**config.mk**
```make
export PLATFORM = sky130hd
export DESIGN_NAME = sensor_channel_mean_min_max_flat
export DESIGN_NICKNAME = d
export VERILOG_FILES = /design/src/hdl/scm_pkg.sv /design/src/hdl/scm_channels.sv /design/src/hdl/scm_fifo.sv /design/src/hdl/scm_div.sv /design/src/hdl/scm_front.sv /design/src/hdl/scm_back.sv /design/src/hdl/sensor_channel_mean_min_max.sv /design/src/flat_wrapper.sv
export VERILOG_INCLUDE_DIRS = /design/src /design/src/hdl
export SDC_FILE = /design/constraint.sdc
export NUM_CORES = 1
export LEC_CHECK = 0
export ABC_AREA = 0
export BUFFER_PORTS_ARGS = -buffer_cell sky130_fd_sc_hd__buf_2
export CAP_MARGIN = 25
export CORE_ASPECT_RATIO = 1.5
export CORE_UTILIZATION = 37
export DETAILED_ROUTE_END_ITERATION = 8
export PLACE_DENSITY = 0.59
export SYNTH_ARGS = -nofsm -noshare
export SYNTH_HDL_FRONTEND = slang
export SYNTH_SLANG_ARGS = --single-unit
```
**constraint.sdc**
```tcl
create_clock -name clk -period 18.95 [get_ports clk]
set_clock_uncertainty 0.2 [all_clocks]
set_input_delay 4.7375 -clock clk [delete_from_list [all_inputs] [get_ports clk]]
set_output_delay 4.7375 -clock clk [all_outputs]
set_load 0.05 [all_outputs]
```
**src/hdl/sensor_channel_mean_min_max_macros.svh**
```systemverilog
// assertion macros for the sensor channel mean/min/max block
`ifndef SENSOR_CHANNEL_MEAN_MIN_MAX_MACROS_SVH
`define SENSOR_CHANNEL_MEAN_MIN_MAX_MACROS_SVH
`ifndef SYNTHESIS
`define SCM_ASSERT_IMP(name, ante, cons, msg) \
  name: assert property (@(posedge clk) disable iff (!rst_n) (ante) |-> (cons)) \
    else $error(msg);
`define SCM_ASSERT_NXT(name, ante, cons, msg) \
  name: assert property (@(posedge clk) disable iff (!rst_n) (ante) |=> (cons)) \
    else $error(msg);
`else
`define SCM_ASSERT_IMP(name, ante, cons, msg)
`define SCM_ASSERT_NXT(name, ante, cons, msg)
`endif
`endif

```
**src/hdl/scm_pkg.sv**
```systemverilog
// shared constants and types of the sensor channel mean/min/max block
package scm_pkg;

  localparam int MAX_SAMPLES_DEF  = 512;
  localparam int MAX_CHANNELS_DEF = 128;
  localparam int SAMPLE_WIDTH_DEF = 16;

  // configuration registers
  localparam int SPC_W  = 10;
  localparam int CC_W   = 8;
  localparam int APB_DW = 32;
  localparam int APB_AW = 3;

  localparam logic [SPC_W-1:0] SPC_RESET = 10'd500;
  localparam logic [CC_W-1:0]  CC_RESET  = 8'd96;

  localparam logic REG_SPC = 1'b0;
  localparam logic REG_CC  = 1'b1;

  // channel jobs waiting between front and back
  localparam int QUEUE_DEPTH = 4;

  typedef struct packed {
    logic busy;
    logic done;
  } div_stat_t;

endpackage

```
**src/hdl/scm_channels.sv**
```systemverilog
// stream interfaces for the sample channel and the result channel
interface scm_in_if #(
  parameter int SAMPLE_WIDTH = scm_pkg::SAMPLE_WIDTH_DEF
);
  logic                           valid;
  logic                           ready;
  logic signed [SAMPLE_WIDTH-1:0] sample;

  modport source (output valid, output sample, input ready);
  modport sink   (input valid, input sample, output ready);
endinterface

interface scm_out_if #(
  parameter int SAMPLE_WIDTH = scm_pkg::SAMPLE_WIDTH_DEF,
  parameter int CH_W         = 7
);
  logic                           valid;
  logic                           ready;
  logic signed [SAMPLE_WIDTH-1:0] frame_average;
  logic signed [SAMPLE_WIDTH-1:0] highest_mean;
  logic        [CH_W-1:0]         highest_channel;
  logic signed [SAMPLE_WIDTH-1:0] lowest_mean;
  logic        [CH_W-1:0]         lowest_channel;

  modport source (output valid, output frame_average, output highest_mean,
                  output highest_channel, output lowest_mean, output lowest_channel,
                  input ready);
  modport sink   (input valid, input frame_average, input highest_mean,
                  input highest_channel, input lowest_mean, input lowest_channel,
                  output ready);
endinterface

```
**src/hdl/scm_fifo.sv**
```systemverilog
// small show-ahead queue of channel jobs between front and back
module scm_fifo #(
  parameter int WIDTH = 8,
  parameter int DEPTH = scm_pkg::QUEUE_DEPTH
) (
  input  logic             clk,
  input  logic             rst_n,
  input  logic             push,
  input  logic [WIDTH-1:0] wr_data,
  input  logic             pop,
  output logic [WIDTH-1:0] rd_data,
  output logic             full,
  output logic             empty
);
  import scm_pkg::*;

  localparam int PTR_W = (DEPTH > 1) ? $clog2(DEPTH) : 1;
  localparam int CNT_W = $clog2(DEPTH + 1);

  logic [WIDTH-1:0] mem_r [DEPTH];
  logic [PTR_W-1:0] wr_ptr_r, wr_ptr_nxt;
  logic [PTR_W-1:0] rd_ptr_r, rd_ptr_nxt;
  logic [CNT_W-1:0] count_r, count_nxt;

  assign full    = (count_r == CNT_W'(DEPTH));
  assign empty   = (count_r == '0);
  assign rd_data = mem_r[rd_ptr_r];

  always_comb begin
    wr_ptr_nxt = wr_ptr_r;
    rd_ptr_nxt = rd_ptr_r;
    count_nxt  = count_r;
    if (push) begin
      wr_ptr_nxt = (wr_ptr_r == PTR_W'(DEPTH - 1)) ? '0 : wr_ptr_r + PTR_W'(1);
    end
    if (pop) begin
      rd_ptr_nxt = (rd_ptr_r == PTR_W'(DEPTH - 1)) ? '0 : rd_ptr_r + PTR_W'(1);
    end
    if (push && !pop) begin
      count_nxt = count_r + CNT_W'(1);
    end else if (pop && !push) begin
      count_nxt = count_r - CNT_W'(1);
    end
  end

  always_ff @(posedge clk) begin
    if (!rst_n) begin
      wr_ptr_r <= '0;
      rd_ptr_r <= '0;
      count_r  <= '0;
    end else begin
      wr_ptr_r <= wr_ptr_nxt;
      rd_ptr_r <= rd_ptr_nxt;
      count_r  <= count_nxt;
    end
  end

  always_ff @(posedge clk) begin
    if (push) begin
      mem_r[wr_ptr_r] <= wr_data;
    end
  end

endmodule

```
**src/hdl/scm_div.sv**
```systemverilog
// bit-serial signed by unsigned divider, truncating toward zero
module scm_div #(
  parameter int DIV_W = 32,
  parameter int DVS_W = 10
) (
  input  logic                     clk,
  input  logic                     rst_n,
  input  logic                     start,
  input  logic signed [DIV_W-1:0]  dividend,
  input  logic        [DVS_W-1:0]  divisor,
  output scm_pkg::div_stat_t       stat,
  output logic signed [DIV_W-1:0]  quotient
);
  import scm_pkg::*;

  localparam int CNT_W = $clog2(DIV_W + 1);

  logic             busy_r, busy_nxt;
  logic             done_r, done_nxt;
  logic [CNT_W-1:0] cnt_r, cnt_nxt;
  logic             neg_r, neg_nxt;
  logic [DIV_W-1:0] quo_r, quo_nxt;
  logic [DVS_W-1:0] rem_r, rem_nxt;
  logic [DVS_W-1:0] dvs_r, dvs_nxt;
  logic [DVS_W:0]   rem_sh;
  logic [DVS_W:0]   rem_diff;
  logic             fits;

  // one quotient bit a cycle, dividend bits shift out of the top of quo_r
  assign rem_sh   = {rem_r, quo_r[DIV_W-1]};
  assign rem_diff = rem_sh - {1'b0, dvs_r};
  assign fits     = (rem_sh >= {1'b0, dvs_r});

  always_comb begin
    busy_nxt = busy_r;
    done_nxt = 1'b0;
    cnt_nxt  = cnt_r;
    neg_nxt  = neg_r;
    quo_nxt  = quo_r;
    rem_nxt  = rem_r;
    dvs_nxt  = dvs_r;
    if (start) begin
      busy_nxt = 1'b1;
      cnt_nxt  = CNT_W'(DIV_W);
      neg_nxt  = dividend[DIV_W-1];
      quo_nxt  = dividend[DIV_W-1] ? DIV_W'(-dividend) : DIV_W'(dividend);
      rem_nxt  = '0;
      dvs_nxt  = divisor;
    end else if (busy_r) begin
      rem_nxt = fits ? DVS_W'(rem_diff) : DVS_W'(rem_sh);
      quo_nxt = {quo_r[DIV_W-2:0], fits};
      cnt_nxt = cnt_r - CNT_W'(1);
      if (cnt_r == CNT_W'(1)) begin
        busy_nxt = 1'b0;
        done_nxt = 1'b1;
      end
    end
  end

  always_ff @(posedge clk) begin
    if (!rst_n) begin
      busy_r <= 1'b0;
      done_r <= 1'b0;
      cnt_r  <= '0;
    end else begin
      busy_r <= busy_nxt;
      done_r <= done_nxt;
      cnt_r  <= cnt_nxt;
    end
  end

  always_ff @(posedge clk) begin
    neg_r <= neg_nxt;
    quo_r <= quo_nxt;
    rem_r <= rem_nxt;
    dvs_r <= dvs_nxt;
  end

  assign stat.busy = busy_r;
  assign stat.done = done_r;
  assign quotient  = neg_r ? -$signed(quo_r) : $signed(quo_r);

endmodule

```
**src/hdl/scm_front.sv**
```systemverilog
// front part: accumulates samples and closes channels into jobs
module scm_front #(
  parameter int MAX_SAMPLES  = scm_pkg::MAX_SAMPLES_DEF,
  parameter int MAX_CHANNELS = scm_pkg::MAX_CHANNELS_DEF,
  parameter int SAMPLE_WIDTH = scm_pkg::SAMPLE_WIDTH_DEF,
  parameter int JOB_W        = 64
) (
  input  logic                                  clk,
  input  logic                                  rst_n,
  scm_in_if.sink                                in_ch,
  input  logic [$clog2(MAX_SAMPLES + 1)-1:0]    ns,
  input  logic [$clog2(MAX_CHANNELS + 1)-1:0]   nc,
  input  logic                                  q_full,
  output logic                                  q_push,
  output logic [JOB_W-1:0]                      q_data
);
  import scm_pkg::*;

  localparam int SI_W   = (MAX_SAMPLES > 1) ? $clog2(MAX_SAMPLES) : 1;
  localparam int NS_W   = $clog2(MAX_SAMPLES + 1);
  localparam int CH_W   = (MAX_CHANNELS > 1) ? $clog2(MAX_CHANNELS) : 1;
  localparam int NC_W   = $clog2(MAX_CHANNELS + 1);
  localparam int CSUM_W = SAMPLE_WIDTH + $clog2(MAX_SAMPLES);

  logic [SI_W-1:0]          sample_idx_r, sample_idx_nxt;
  logic [CH_W-1:0]          chan_idx_r, chan_idx_nxt;
  logic signed [CSUM_W-1:0] csum_r, csum_nxt;
  logic signed [CSUM_W-1:0] sum_add;
  logic                     accept;
  logic                     chan_end;
  logic                     frame_end;

  assign in_ch.ready = !q_full;
  assign accept      = in_ch.valid && in_ch.ready;
  assign sum_add     = csum_r + CSUM_W'(in_ch.sample);

  // at-or-past compares so a smaller limit written mid-frame closes at once
  assign chan_end  = (NS_W'(sample_idx_r) + NS_W'(1)) >= ns;
  assign frame_end = (NC_W'(chan_idx_r) + NC_W'(1)) >= nc;

  always_comb begin
    sample_idx_nxt = sample_idx_r;
    chan_idx_nxt   = chan_idx_r;
    csum_nxt       = csum_r;
    if (accept) begin
      if (chan_end) begin
        sample_idx_nxt = '0;
        csum_nxt       = '0;
        chan_idx_nxt   = frame_end ? '0 : chan_idx_r + CH_W'(1);
      end else begin
        sample_idx_nxt = sample_idx_r + SI_W'(1);
        csum_nxt       = sum_add;
      end
    end
  end

  always_ff @(posedge clk) begin
    if (!rst_n) begin
      sample_idx_r <= '0;
      chan_idx_r   <= '0;
      csum_r       <= '0;
    end else begin
      sample_idx_r <= sample_idx_nxt;
      chan_idx_r   <= chan_idx_nxt;
      csum_r       <= csum_nxt;
    end
  end

  // job word: last, channel count, sample count, channel index, channel sum
  assign q_push = accept && chan_end;
  assign q_data = JOB_W'({frame_end, nc, ns, chan_idx_r, sum_add});

endmodule

```
**src/hdl/scm_back.sv**
```systemverilog
// back part: divides each channel sum, tracks extremes, emits the frame word
module scm_back #(
  parameter int MAX_SAMPLES  = scm_pkg::MAX_SAMPLES_DEF,
  parameter int MAX_CHANNELS = scm_pkg::MAX_CHANNELS_DEF,
  parameter int SAMPLE_WIDTH = scm_pkg::SAMPLE_WIDTH_DEF,
  parameter int JOB_W        = 64,
  parameter int DIV_W        = 32,
  parameter int DVS_W        = 10
) (
  input  logic                     clk,
  input  logic                     rst_n,
  input  logic                     q_empty,
  input  logic [JOB_W-1:0]         q_data,
  output logic                     q_pop,
  output logic                     div_start,
  output logic signed [DIV_W-1:0]  div_dividend,
  output logic [DVS_W-1:0]         div_divisor,
  input  scm_pkg::div_stat_t       div_stat,
  input  logic signed [DIV_W-1:0]  div_quotient,
  scm_out_if.source                out_ch
);
  import scm_pkg::*;

  localparam int NS_W   = $clog2(MAX_SAMPLES + 1);
  localparam int CH_W   = (MAX_CHANNELS > 1) ? $clog2(MAX_CHANNELS) : 1;
  localparam int NC_W   = $clog2(MAX_CHANNELS + 1);
  localparam int CSUM_W = SAMPLE_WIDTH + $clog2(MAX_SAMPLES);
  localparam int FSUM_W = CSUM_W + $clog2(MAX_CHANNELS);

  localparam int CHAN_LSB = CSUM_W;
  localparam int NS_LSB   = CHAN_LSB + CH_W;
  localparam int NC_LSB   = NS_LSB + NS_W;
  localparam int LAST_BIT = NC_LSB + NC_W;

  localparam logic signed [SAMPLE_WIDTH-1:0] SMP_MIN = {1'b1, {(SAMPLE_WIDTH-1){1'b0}}};
  localparam logic signed [SAMPLE_WIDTH-1:0] SMP_MAX = ~SMP_MIN;

  typedef enum logic [3:0] {
    B_IDLE = 4'b0001,
    B_MEAN = 4'b0010,
    B_AVG  = 4'b0100,
    B_PUSH = 4'b1000
  } back_state_t;

  back_state_t              state_r, state_nxt;
  logic                     last_r, last_nxt;
  logic [NC_W-1:0]          nc_r, nc_nxt;
  logic [CH_W-1:0]          chan_r, chan_nxt;
  logic signed [FSUM_W-1:0] fsum_r, fsum_nxt;
  logic signed [CSUM_W-1:0] high_r, high_nxt;
  logic [CH_W-1:0]          high_ch_r, high_ch_nxt;
  logic signed [CSUM_W-1:0] low_r, low_nxt;
  logic [CH_W-1:0]          low_ch_r, low_ch_nxt;

  logic                     out_valid_r, out_valid_nxt;
  logic signed [SAMPLE_WIDTH-1:0] avg_o_r, high_o_r, low_o_r;
  logic [CH_W-1:0]          high_ch_o_r, low_ch_o_r;

  logic signed [CSUM_W-1:0] job_csum;
  logic signed [CSUM_W-1:0] mean;
  logic signed [FSUM_W-1:0] fsum_upd;
  logic                     out_free;
  logic                     load_out;

  assign job_csum = $signed(q_data[CSUM_W-1:0]);
  assign mean     = CSUM_W'(div_quotient);
  assign fsum_upd = fsum_r + FSUM_W'(mean);
  assign out_free = !out_valid_r || out_ch.ready;

  always_comb begin
    state_nxt    = state_r;
    last_nxt     = last_r;
    nc_nxt       = nc_r;
    chan_nxt     = chan_r;
    fsum_nxt     = fsum_r;
    high_nxt     = high_r;
    high_ch_nxt  = high_ch_r;
    low_nxt      = low_r;
    low_ch_nxt   = low_ch_r;
    q_pop        = 1'b0;
    div_start    = 1'b0;
    div_dividend = DIV_W'(job_csum);
    div_divisor  = DVS_W'(q_data[NS_LSB +: NS_W]);
    load_out     = 1'b0;
    case (state_r)
      B_IDLE: begin
        if (!q_empty) begin
          q_pop     = 1'b1;
          div_start = 1'b1;
          last_nxt  = q_data[LAST_BIT];
          nc_nxt    = q_data[NC_LSB +: NC_W];
          chan_nxt  = q_data[CHAN_LSB +: CH_W];
          state_nxt = B_MEAN;
        end
      end
      B_MEAN: begin
        if (div_stat.done) begin
          fsum_nxt = fsum_upd;
          // strict compares keep the earlier channel on a tie
          if (mean > high_r) begin
            high_nxt    = mean;
            high_ch_nxt = chan_r;
          end
          if (mean < low_r) begin
            low_nxt    = mean;
            low_ch_nxt = chan_r;
          end
          if (last_r) begin
            div_start    = 1'b1;
            div_dividend = DIV_W'(fsum_upd);
            div_divisor  = DVS_W'(nc_r);
            state_nxt    = B_AVG;
          end else begin
            state_nxt = B_IDLE;
          end
        end
      end
      B_AVG: begin
        if (div_stat.done) begin
          state_nxt = B_PUSH;
        end
      end
      B_PUSH: begin
        if (out_free) begin
          load_out    = 1'b1;
          fsum_nxt    = '0;
          high_nxt    = CSUM_W'(SMP_MIN);
          high_ch_nxt = '0;
          low_nxt     = CSUM_W'(SMP_MAX);
          low_ch_nxt  = '0;
          state_nxt   = B_IDLE;
        end
      end
      default: begin
        state_nxt = B_IDLE;
      end
    endcase
  end

  assign out_valid_nxt = (out_valid_r && !out_ch.ready) || load_out;

  always_ff @(posedge clk) begin
    if (!rst_n) begin
      state_r     <= B_IDLE;
      last_r      <= 1'b0;
      fsum_r      <= '0;
      high_r      <= CSUM_W'(SMP_MIN);
      high_ch_r   <= '0;
      low_r       <= CSUM_W'(SMP_MAX);
      low_ch_r    <= '0;
      out_valid_r <= 1'b0;
    end else begin
      state_r     <= state_nxt;
      last_r      <= last_nxt;
      fsum_r      <= fsum_nxt;
      high_r      <= high_nxt;
      high_ch_r   <= high_ch_nxt;
      low_r       <= low_nxt;
      low_ch_r    <= low_ch_nxt;
      out_valid_r <= out_valid_nxt;
    end
  end

  always_ff @(posedge clk) begin
    nc_r   <= nc_nxt;
    chan_r <= chan_nxt;
    if (load_out) begin
      avg_o_r     <= SAMPLE_WIDTH'(div_quotient);
      high_o_r    <= SAMPLE_WIDTH'(high_r);
      high_ch_o_r <= high_ch_r;
      low_o_r     <= SAMPLE_WIDTH'(low_r);
      low_ch_o_r  <= low_ch_r;
    end
  end

  assign out_ch.valid           = out_valid_r;
  assign out_ch.frame_average   = avg_o_r;
  assign out_ch.highest_mean    = high_o_r;
  assign out_ch.highest_channel = high_ch_o_r;
  assign out_ch.lowest_mean     = low_o_r;
  assign out_ch.lowest_channel  = low_ch_o_r;

endmodule

```
**src/hdl/sensor_channel_mean_min_max.sv**
```systemverilog
// top level of the sensor channel mean/min/max block
//
// Samples come in on in_ch, channel-major, one word per accepted handshake.
// Every samples_per_channel words close a channel: its sum goes into a
// four-entry job queue and the back part divides it by the sample count.
// After channel_count channels one result word leaves on out_ch: frame
// average, highest and lowest channel mean with their channel index.
// Throughput: one sample a cycle while the front part has queue room. The
// back part handles one channel job at a time in the bit-serial divider,
// so when channels close faster than the divider finishes their jobs, the
// queue fills and in_ch.ready drops until a job retires.
// The last sample of a frame reaches out_ch only after its channel mean
// and then the frame average have gone through the same divider.
// A result waits in the output register while out_ch is stalled; the back
// part keeps taking jobs until it has the next frame ready for that register.
// Reset (rst_n, synchronous) clears all counters and sums, loads the default
// register values (500 samples, 96 channels) and needs no clearing pass.
// Registers sit on an APB-style port at byte addresses 0 and 4.
`include "sensor_channel_mean_min_max_macros.svh"
module sensor_channel_mean_min_max #(
  parameter int MAX_SAMPLES  = scm_pkg::MAX_SAMPLES_DEF,
  parameter int MAX_CHANNELS = scm_pkg::MAX_CHANNELS_DEF,
  parameter int SAMPLE_WIDTH = scm_pkg::SAMPLE_WIDTH_DEF
) (
  input  logic                        clk,
  input  logic                        rst_n,
  scm_in_if.sink                      in_ch,
  scm_out_if.source                   out_ch,
  input  logic                        psel,
  input  logic                        penable,
  input  logic                        pwrite,
  input  logic [scm_pkg::APB_AW-1:0]  paddr,
  input  logic [scm_pkg::APB_DW-1:0]  pwdata,
  output logic [scm_pkg::APB_DW-1:0]  prdata,
  output logic                        pready
);
  import scm_pkg::*;

  localparam int NS_W   = $clog2(MAX_SAMPLES + 1);
  localparam int CH_W   = (MAX_CHANNELS > 1) ? $clog2(MAX_CHANNELS) : 1;
  localparam int NC_W   = $clog2(MAX_CHANNELS + 1);
  localparam int CSUM_W = SAMPLE_WIDTH + $clog2(MAX_SAMPLES);
  localparam int FSUM_W = CSUM_W + $clog2(MAX_CHANNELS);
  localparam int DIV_W  = FSUM_W;
  localparam int DVS_W  = (NS_W > NC_W) ? NS_W : NC_W;
  localparam int JOB_W  = 1 + NC_W + NS_W + CH_W + CSUM_W;

  logic [SPC_W-1:0] spc_r, spc_nxt;
  logic [CC_W-1:0]  cc_r, cc_nxt;
  logic             cfg_wr;
  logic             reg_sel;
  logic [NS_W-1:0]  ns;
  logic [NC_W-1:0]  nc;

  logic               q_push, q_pop, q_full, q_empty;
  logic [JOB_W-1:0]   q_wr_data, q_rd_data;
  logic               div_start;
  logic signed [DIV_W-1:0] div_dividend, div_quotient;
  logic [DVS_W-1:0]   div_divisor;
  div_stat_t          div_stat;

  // register file
  assign pready  = 1'b1;
  assign reg_sel = paddr[APB_AW-1];
  assign cfg_wr  = psel && penable && pwrite && pready;

  always_comb begin
    spc_nxt = spc_r;
    cc_nxt  = cc_r;
    if (cfg_wr) begin
      case (reg_sel)
        REG_SPC: spc_nxt = pwdata[SPC_W-1:0];
        REG_CC:  cc_nxt  = pwdata[CC_W-1:0];
        default: ;
      endcase
    end
  end

  always_comb begin
    case (reg_sel)
      REG_SPC: prdata = APB_DW'(spc_r);
      REG_CC:  prdata = APB_DW'(cc_r);
      default: prdata = '0;
    endcase
  end

  always_ff @(posedge clk) begin
    if (!rst_n) begin
      spc_r <= SPC_RESET;
      cc_r  <= CC_RESET;
    end else begin
      spc_r <= spc_nxt;
      cc_r  <= cc_nxt;
    end
  end

  // zero counts as one, anything above the maximum saturates
  always_comb begin
    if (spc_r == '0) begin
      ns = NS_W'(1);
    end else if (32'(spc_r) > 32'(MAX_SAMPLES)) begin
      ns = NS_W'(MAX_SAMPLES);
    end else begin
      ns = NS_W'(spc_r);
    end
    if (cc_r == '0) begin
      nc = NC_W'(1);
    end else if (32'(cc_r) > 32'(MAX_CHANNELS)) begin
      nc = NC_W'(MAX_CHANNELS);
    end else begin
      nc = NC_W'(cc_r);
    end
  end

  scm_front #(
    .MAX_SAMPLES  (MAX_SAMPLES),
    .MAX_CHANNELS (MAX_CHANNELS),
    .SAMPLE_WIDTH (SAMPLE_WIDTH),
    .JOB_W        (JOB_W)
  ) u_front (
    .clk    (clk),
    .rst_n  (rst_n),
    .in_ch  (in_ch),
    .ns     (ns),
    .nc     (nc),
    .q_full (q_full),
    .q_push (q_push),
    .q_data (q_wr_data)
  );

  scm_fifo #(
    .WIDTH (JOB_W),
    .DEPTH (QUEUE_DEPTH)
  ) u_queue (
    .clk     (clk),
    .rst_n   (rst_n),
    .push    (q_push),
    .wr_data (q_wr_data),
    .pop     (q_pop),
    .rd_data (q_rd_data),
    .full    (q_full),
    .empty   (q_empty)
  );

  scm_div #(
    .DIV_W (DIV_W),
    .DVS_W (DVS_W)
  ) u_div (
    .clk      (clk),
    .rst_n    (rst_n),
    .start    (div_start),
    .dividend (div_dividend),
    .divisor  (div_divisor),
    .stat     (div_stat),
    .quotient (div_quotient)
  );

  scm_back #(
    .MAX_SAMPLES  (MAX_SAMPLES),
    .MAX_CHANNELS (MAX_CHANNELS),
    .SAMPLE_WIDTH (SAMPLE_WIDTH),
    .JOB_W        (JOB_W),
    .DIV_W        (DIV_W),
    .DVS_W        (DVS_W)
  ) u_back (
    .clk          (clk),
    .rst_n        (rst_n),
    .q_empty      (q_empty),
    .q_data       (q_rd_data),
    .q_pop        (q_pop),
    .div_start    (div_start),
    .div_dividend (div_dividend),
    .div_divisor  (div_divisor),
    .div_stat     (div_stat),
    .div_quotient (div_quotient),
    .out_ch       (out_ch)
  );

  `SCM_ASSERT_IMP(a_no_push_full, q_push, !q_full, "job pushed into a full queue")
  `SCM_ASSERT_IMP(a_no_pop_empty, q_pop, !q_empty, "job popped from an empty queue")
  `SCM_ASSERT_IMP(a_div_start_idle, div_start, !div_stat.busy, "divider restarted while busy")
  `SCM_ASSERT_NXT(a_div_runs, div_start, div_stat.busy && !div_stat.done,
                  "divider did not start")

endmodule
```
**src/flat_wrapper.sv**
```systemverilog
// flat-port wrapper written by rule: the top's interface ports become plain ports
module sensor_channel_mean_min_max_flat import scm_pkg::*;
#(
  parameter int MAX_SAMPLES  = scm_pkg::MAX_SAMPLES_DEF,
  parameter int MAX_CHANNELS = scm_pkg::MAX_CHANNELS_DEF,
  parameter int SAMPLE_WIDTH = scm_pkg::SAMPLE_WIDTH_DEF
)
  (clk, rst_n, psel, penable, pwrite, paddr, pwdata, prdata, pready, in_ch_valid, in_ch_sample, in_ch_ready, out_ch_valid, out_ch_frame_average, out_ch_highest_mean, out_ch_highest_channel, out_ch_lowest_mean, out_ch_lowest_channel, out_ch_ready);
  scm_in_if #(.SAMPLE_WIDTH(SAMPLE_WIDTH)) in_ch_i ();
  scm_out_if #(.SAMPLE_WIDTH(SAMPLE_WIDTH)) out_ch_i ();
  input  logic clk;
  input  logic rst_n;
  input  logic psel;
  input  logic penable;
  input  logic pwrite;
  input  logic [scm_pkg::APB_AW-1:0] paddr;
  input  logic [scm_pkg::APB_DW-1:0] pwdata;
  output logic [scm_pkg::APB_DW-1:0] prdata;
  output logic pready;
  input wire logic [$bits(in_ch_i.valid)-1:0] in_ch_valid;
  input wire logic [$bits(in_ch_i.sample)-1:0] in_ch_sample;
  output wire logic [$bits(in_ch_i.ready)-1:0] in_ch_ready;
  output wire logic [$bits(out_ch_i.valid)-1:0] out_ch_valid;
  output wire logic [$bits(out_ch_i.frame_average)-1:0] out_ch_frame_average;
  output wire logic [$bits(out_ch_i.highest_mean)-1:0] out_ch_highest_mean;
  output wire logic [$bits(out_ch_i.highest_channel)-1:0] out_ch_highest_channel;
  output wire logic [$bits(out_ch_i.lowest_mean)-1:0] out_ch_lowest_mean;
  output wire logic [$bits(out_ch_i.lowest_channel)-1:0] out_ch_lowest_channel;
  input wire logic [$bits(out_ch_i.ready)-1:0] out_ch_ready;
  assign in_ch_i.valid = in_ch_valid;
  assign in_ch_i.sample = in_ch_sample;
  assign in_ch_ready = in_ch_i.ready;
  assign out_ch_valid = out_ch_i.valid;
  assign out_ch_frame_average = out_ch_i.frame_average;
  assign out_ch_highest_mean = out_ch_i.highest_mean;
  assign out_ch_highest_channel = out_ch_i.highest_channel;
  assign out_ch_lowest_mean = out_ch_i.lowest_mean;
  assign out_ch_lowest_channel = out_ch_i.lowest_channel;
  assign out_ch_i.ready = out_ch_ready;
  sensor_channel_mean_min_max #(.MAX_SAMPLES(MAX_SAMPLES), .MAX_CHANNELS(MAX_CHANNELS), .SAMPLE_WIDTH(SAMPLE_WIDTH)) u_core (.clk(clk), .rst_n(rst_n), .in_ch(in_ch_i), .out_ch(out_ch_i), .psel(psel), .penable(penable), .pwrite(pwrite), .paddr(paddr), .pwdata(pwdata), .prdata(prdata), .pready(pready));
endmodule
```
==> flow_metrics.py <==
metrics = {
    "clock_tree": {
        "insertion_delay_ps": 630,
        "clk_pin_slew_ps": 60,
        "cts_hold_buffers": 0,
        "cts-root-buf": "clkbuf_16",
        "ctsResizeCount": 0,
        "cts_buffers": 51,
        "h-tree-depth": 2,
        "post-cts-setup-buffers": 0,
        "clk_path_buf_depth": 3,
        "clock-sinks": 512,
        "cts_tree": "built",
    },
    "cells_and_area": {
        "antennaDiodeCount": 0,
        "num-fill-cells": 6681,
        "layout-drive-gt1-share": 0.128,
        "area_growth_syn_to_layout_pct": 12.2,
        "final_nets": 2728,
    },
    "critical_path": {
        "critPathKind": "input pin to output port",
        "crit_fanout": 13,
        "r2r_slack_ps": 11980,
        "cp-endpoint": "prdata[2]",
        "reg2reg_depth": 21,
        "startpoint_type": "input pin",
        "crit_path_end_kind": "output port",
        "startpoint": "paddr[2]",
        "required_ps": 14010,
        "timing.rr.start": "u_core.u_div.quo_r[0]",
        "reg2reg_to": "u_core.u_div.quo_r[8]",
        "arrival_ps": 5570,
    },
    "placed_design": {
        "dpl.hpwl_um": 48900,
        "gp_congestion": 0.890,
        "io_buffers": 107,
    },
    "pwr": {
        "ir_drop_uv": 79.7,
        "p_sw_frac": 0.392,
        "p_sw_mw": 1.68,
        "internal-power_mw": 2.60,
        "combPwrFrac": 0.398,
        "p_clk_frac": 0.253,
        "p_seq_frac": 0.349,
        "p_leak_nw": 11.7,
        "power_density_nw_per_um2": 145,
    },
    "drt": {
        "first_pass_iters": 7,
        "met1_length_um": 26100,
        "wl_um": 68000,
        "post_drt_via_cell_ratio": 5.44,
        "drc_errors": 20,
        "top_layer": "met4",
        "first_iter_violations": 1139,
        "wl_met2_um": 35400,
        "post_drt_wl_per_cell_um": 19.6,
        "final_antenna_net_count": 0,
        "wl_met3_um": 2670,
        "vias": 18841,
    },
    "global_route": {
        "grt_pass1_vias": 18986,
        "grt_pass1_wl_um": 106000,
        "antenna_found_initial": 1,
        "grt_max_degree": 67,
        "grt_usage": 0.189,
        "globalRouteOverflowTotal": 0,
    },
    "hold_path": {
        "hp-class": "flip-flop to flip-flop",
        "min_from": "u_core.u_back.high_ch_r[5]",
    },
    "sta": {
        "tns_ps": 0,
        "final.period_utilization": 0.554,
        "rsz0062_at_grt": "no",
        "hold_viol_final": 0,
        "fin_crit_ps": 10500,
        "fmax_ghz": 0.0952,
        "finalSetupViolCount": 0,
        "holdWs_ps": 236,
        "drv_slew": 0,
        "max_slew_margin": 0.319,
        "worst_slew_pin_slew_ps": 1020,
    },
    "job": {
        "cap_violations": 0,
    },
    "yosys": {
        "synth_area_leader_cell": "edfxtp_1",
        "synth.cell_area_um2": 26300,
        "yosysSeqAreaShare": 0.513,
        "synth_cells": 2437,
        "synth.area.top_cells": "edfxtp_1 37%, dfxtp_1 14%, ha_1 7.2%",
        "synth_seq_cells": 512,
        "synth.distinct_cells": 91,
        "synth-async-reset-ratio": 0,
        "ys.flop_type": "edfxtp_1",
        "avgSynthCellArea_um2": 10.8,
        "yosysMostFrequentCell": "edfxtp_1",
        "yosys_warnings": 0,
        "synth_top_area_frac": 0.370,
        "ys_top_cells_by_count": "324 x edfxtp_1, 258 x nand2_1, 193 x nor2_1",
        "synth-edff-count": 324,
    },
    "floorplanning": {
        "die_h_um": 329,
        "start_util": 0.375,
        "dieWidth_um": 220,
        "row_count": 119,
        "core_area_um2": 70300,
        "die-area_um2": 72200,
        "ios": 155,
    },
    "status": {
        "outcome": "finished, violations left",
        "violations": "design-rule violations",
    },
}
metal layers:
layer / up-vias / global-route usage
met5: - / 0
met4: 0 / 0.105
met3: 141 / 0.0242
met2: 489 / 0.348
met1: 9180 / 0.206
li1: 9031 / -
per-stage QoR:
step	std cells	area [um2]	total power, mW	utilization	setup slack (ps)
2_1_floorplan	2458	26400	2.70	-	8340
3_3_place_gp	3368	27700	3.18	0.394	8470
3_5_place_dp	3368	27700	3.22	0.394	8450
4_1_cts	3464	29500	4.32	0.420	8450
5_1_grt	3465	29500	4.54	0.420	8410
6_report	3465	29500	4.28	0.420	8450
registers in the layout, summed over array words and instances, names as in the netlist, 7 cells and up, named ones only:
name	flops
u_core.u_back.low_ch_r	7
u_core.u_back.chan_r	7
u_core.u_back.out_ch.lowest_mean	16
u_core.u_front.chan_idx_r	7
u_core.u_back.fsum_r	32
u_core.u_back.out_ch.frame_average	16
u_core.u_div.quo_r	32
u_core.u_front.sample_idx_r	9
u_core.u_front.csum_r	25
u_core.u_queue.mem_r	204
u_core.u_div.rem_r	10
u_core.u_back.out_ch.highest_mean	16
u_core.spc_r	10
u_core.u_div.dvs_r	10
u_core.u_back.low_r	25
u_core.u_back.high_r	25
u_core.u_back.high_ch_r	7
u_core.u_back.nc_r	8
u_core.u_back.out_ch.lowest_channel	7
u_core.cc_r	8
u_core.u_back.out_ch.highest_channel	7
logic make-up after synthesis:
family	Yosys count	synth area share
and+or+nand+nor	750	0.135
AOI/OAI and AO/OA	522	0.127
DFF	512	0.513
buffers and inverters	267	0.0437
adders and majority gates	155	0.0748
muxes	117	0.0693
xor gates and xnor gates	112	0.0373
other	2	0.000285
power by group through the flow:
stage / registers (mW) / logic, mW / clock network (mW)
6_report: 1.49 / 1.71 / 1.08
5_1_grt: 1.51 / 1.88 / 1.15
4_1_cts: 1.49 / 1.71 / 1.11
3_5_place_dp: 1.52 / 1.70 / 0
3_3_place_gp: 1.51 / 1.66 / 0
2_1_floorplan: 1.46 / 1.24 / 0
cell usage in the layout (no fill, tap or decap), types with 43 or more instances in the layout:
cell type / count
edfxtp_1: 324
nand2_1: 258
nor2_1: 190
dfxtp_1: 186
a21oi_1: 183
ha_1: 151
inv_1: 133
buf_2: 107
o21ai_0: 88
nand3_1: 67
xor2_1: 60
mux2i_1: 54
xnor2_1: 52
clkbuf_16: 52
mux4_2: 51
nor3_1: 44
a21o_1: 43
how the worst min path moves through the flow:
stage	end	slack, ps	cells past startpoint
global placement	u_core.u_back.out_ch.highest_channel[1]	220	0
CTS	u_core.u_back.out_ch.highest_channel[0]	240	0
detailed placement	u_core.u_back.out_ch.highest_channel[0]	220	0
global route	u_core.u_back.out_ch.highest_channel[0]	250	0
finish	u_core.u_back.out_ch.highest_channel[5]	240	0
floorplan	u_core.u_back.out_ch.lowest_channel[0]	210	0
critical path, cell delays in order:
cell    delay, ps
buf_2         240
mux2_2        380
buf_2         210
layout make-up:
type / instances / area [um2] / share of cell area
Clock buffer: 67 / 1440 / 0.0487
Tap cell: 907 / 1130 / 0.0384
Sequential cell: 512 / 13500 / 0.457
Multi-Input combinational cell: 1679 / 11800 / 0.400
Inverter: 137 / 517 / 0.0175
Timing Repair Buffer: 134 / 746 / 0.0252
Clock inverter: 29 / 375 / 0.0127
No activity file was read; power rests on OpenSTA's default activity.
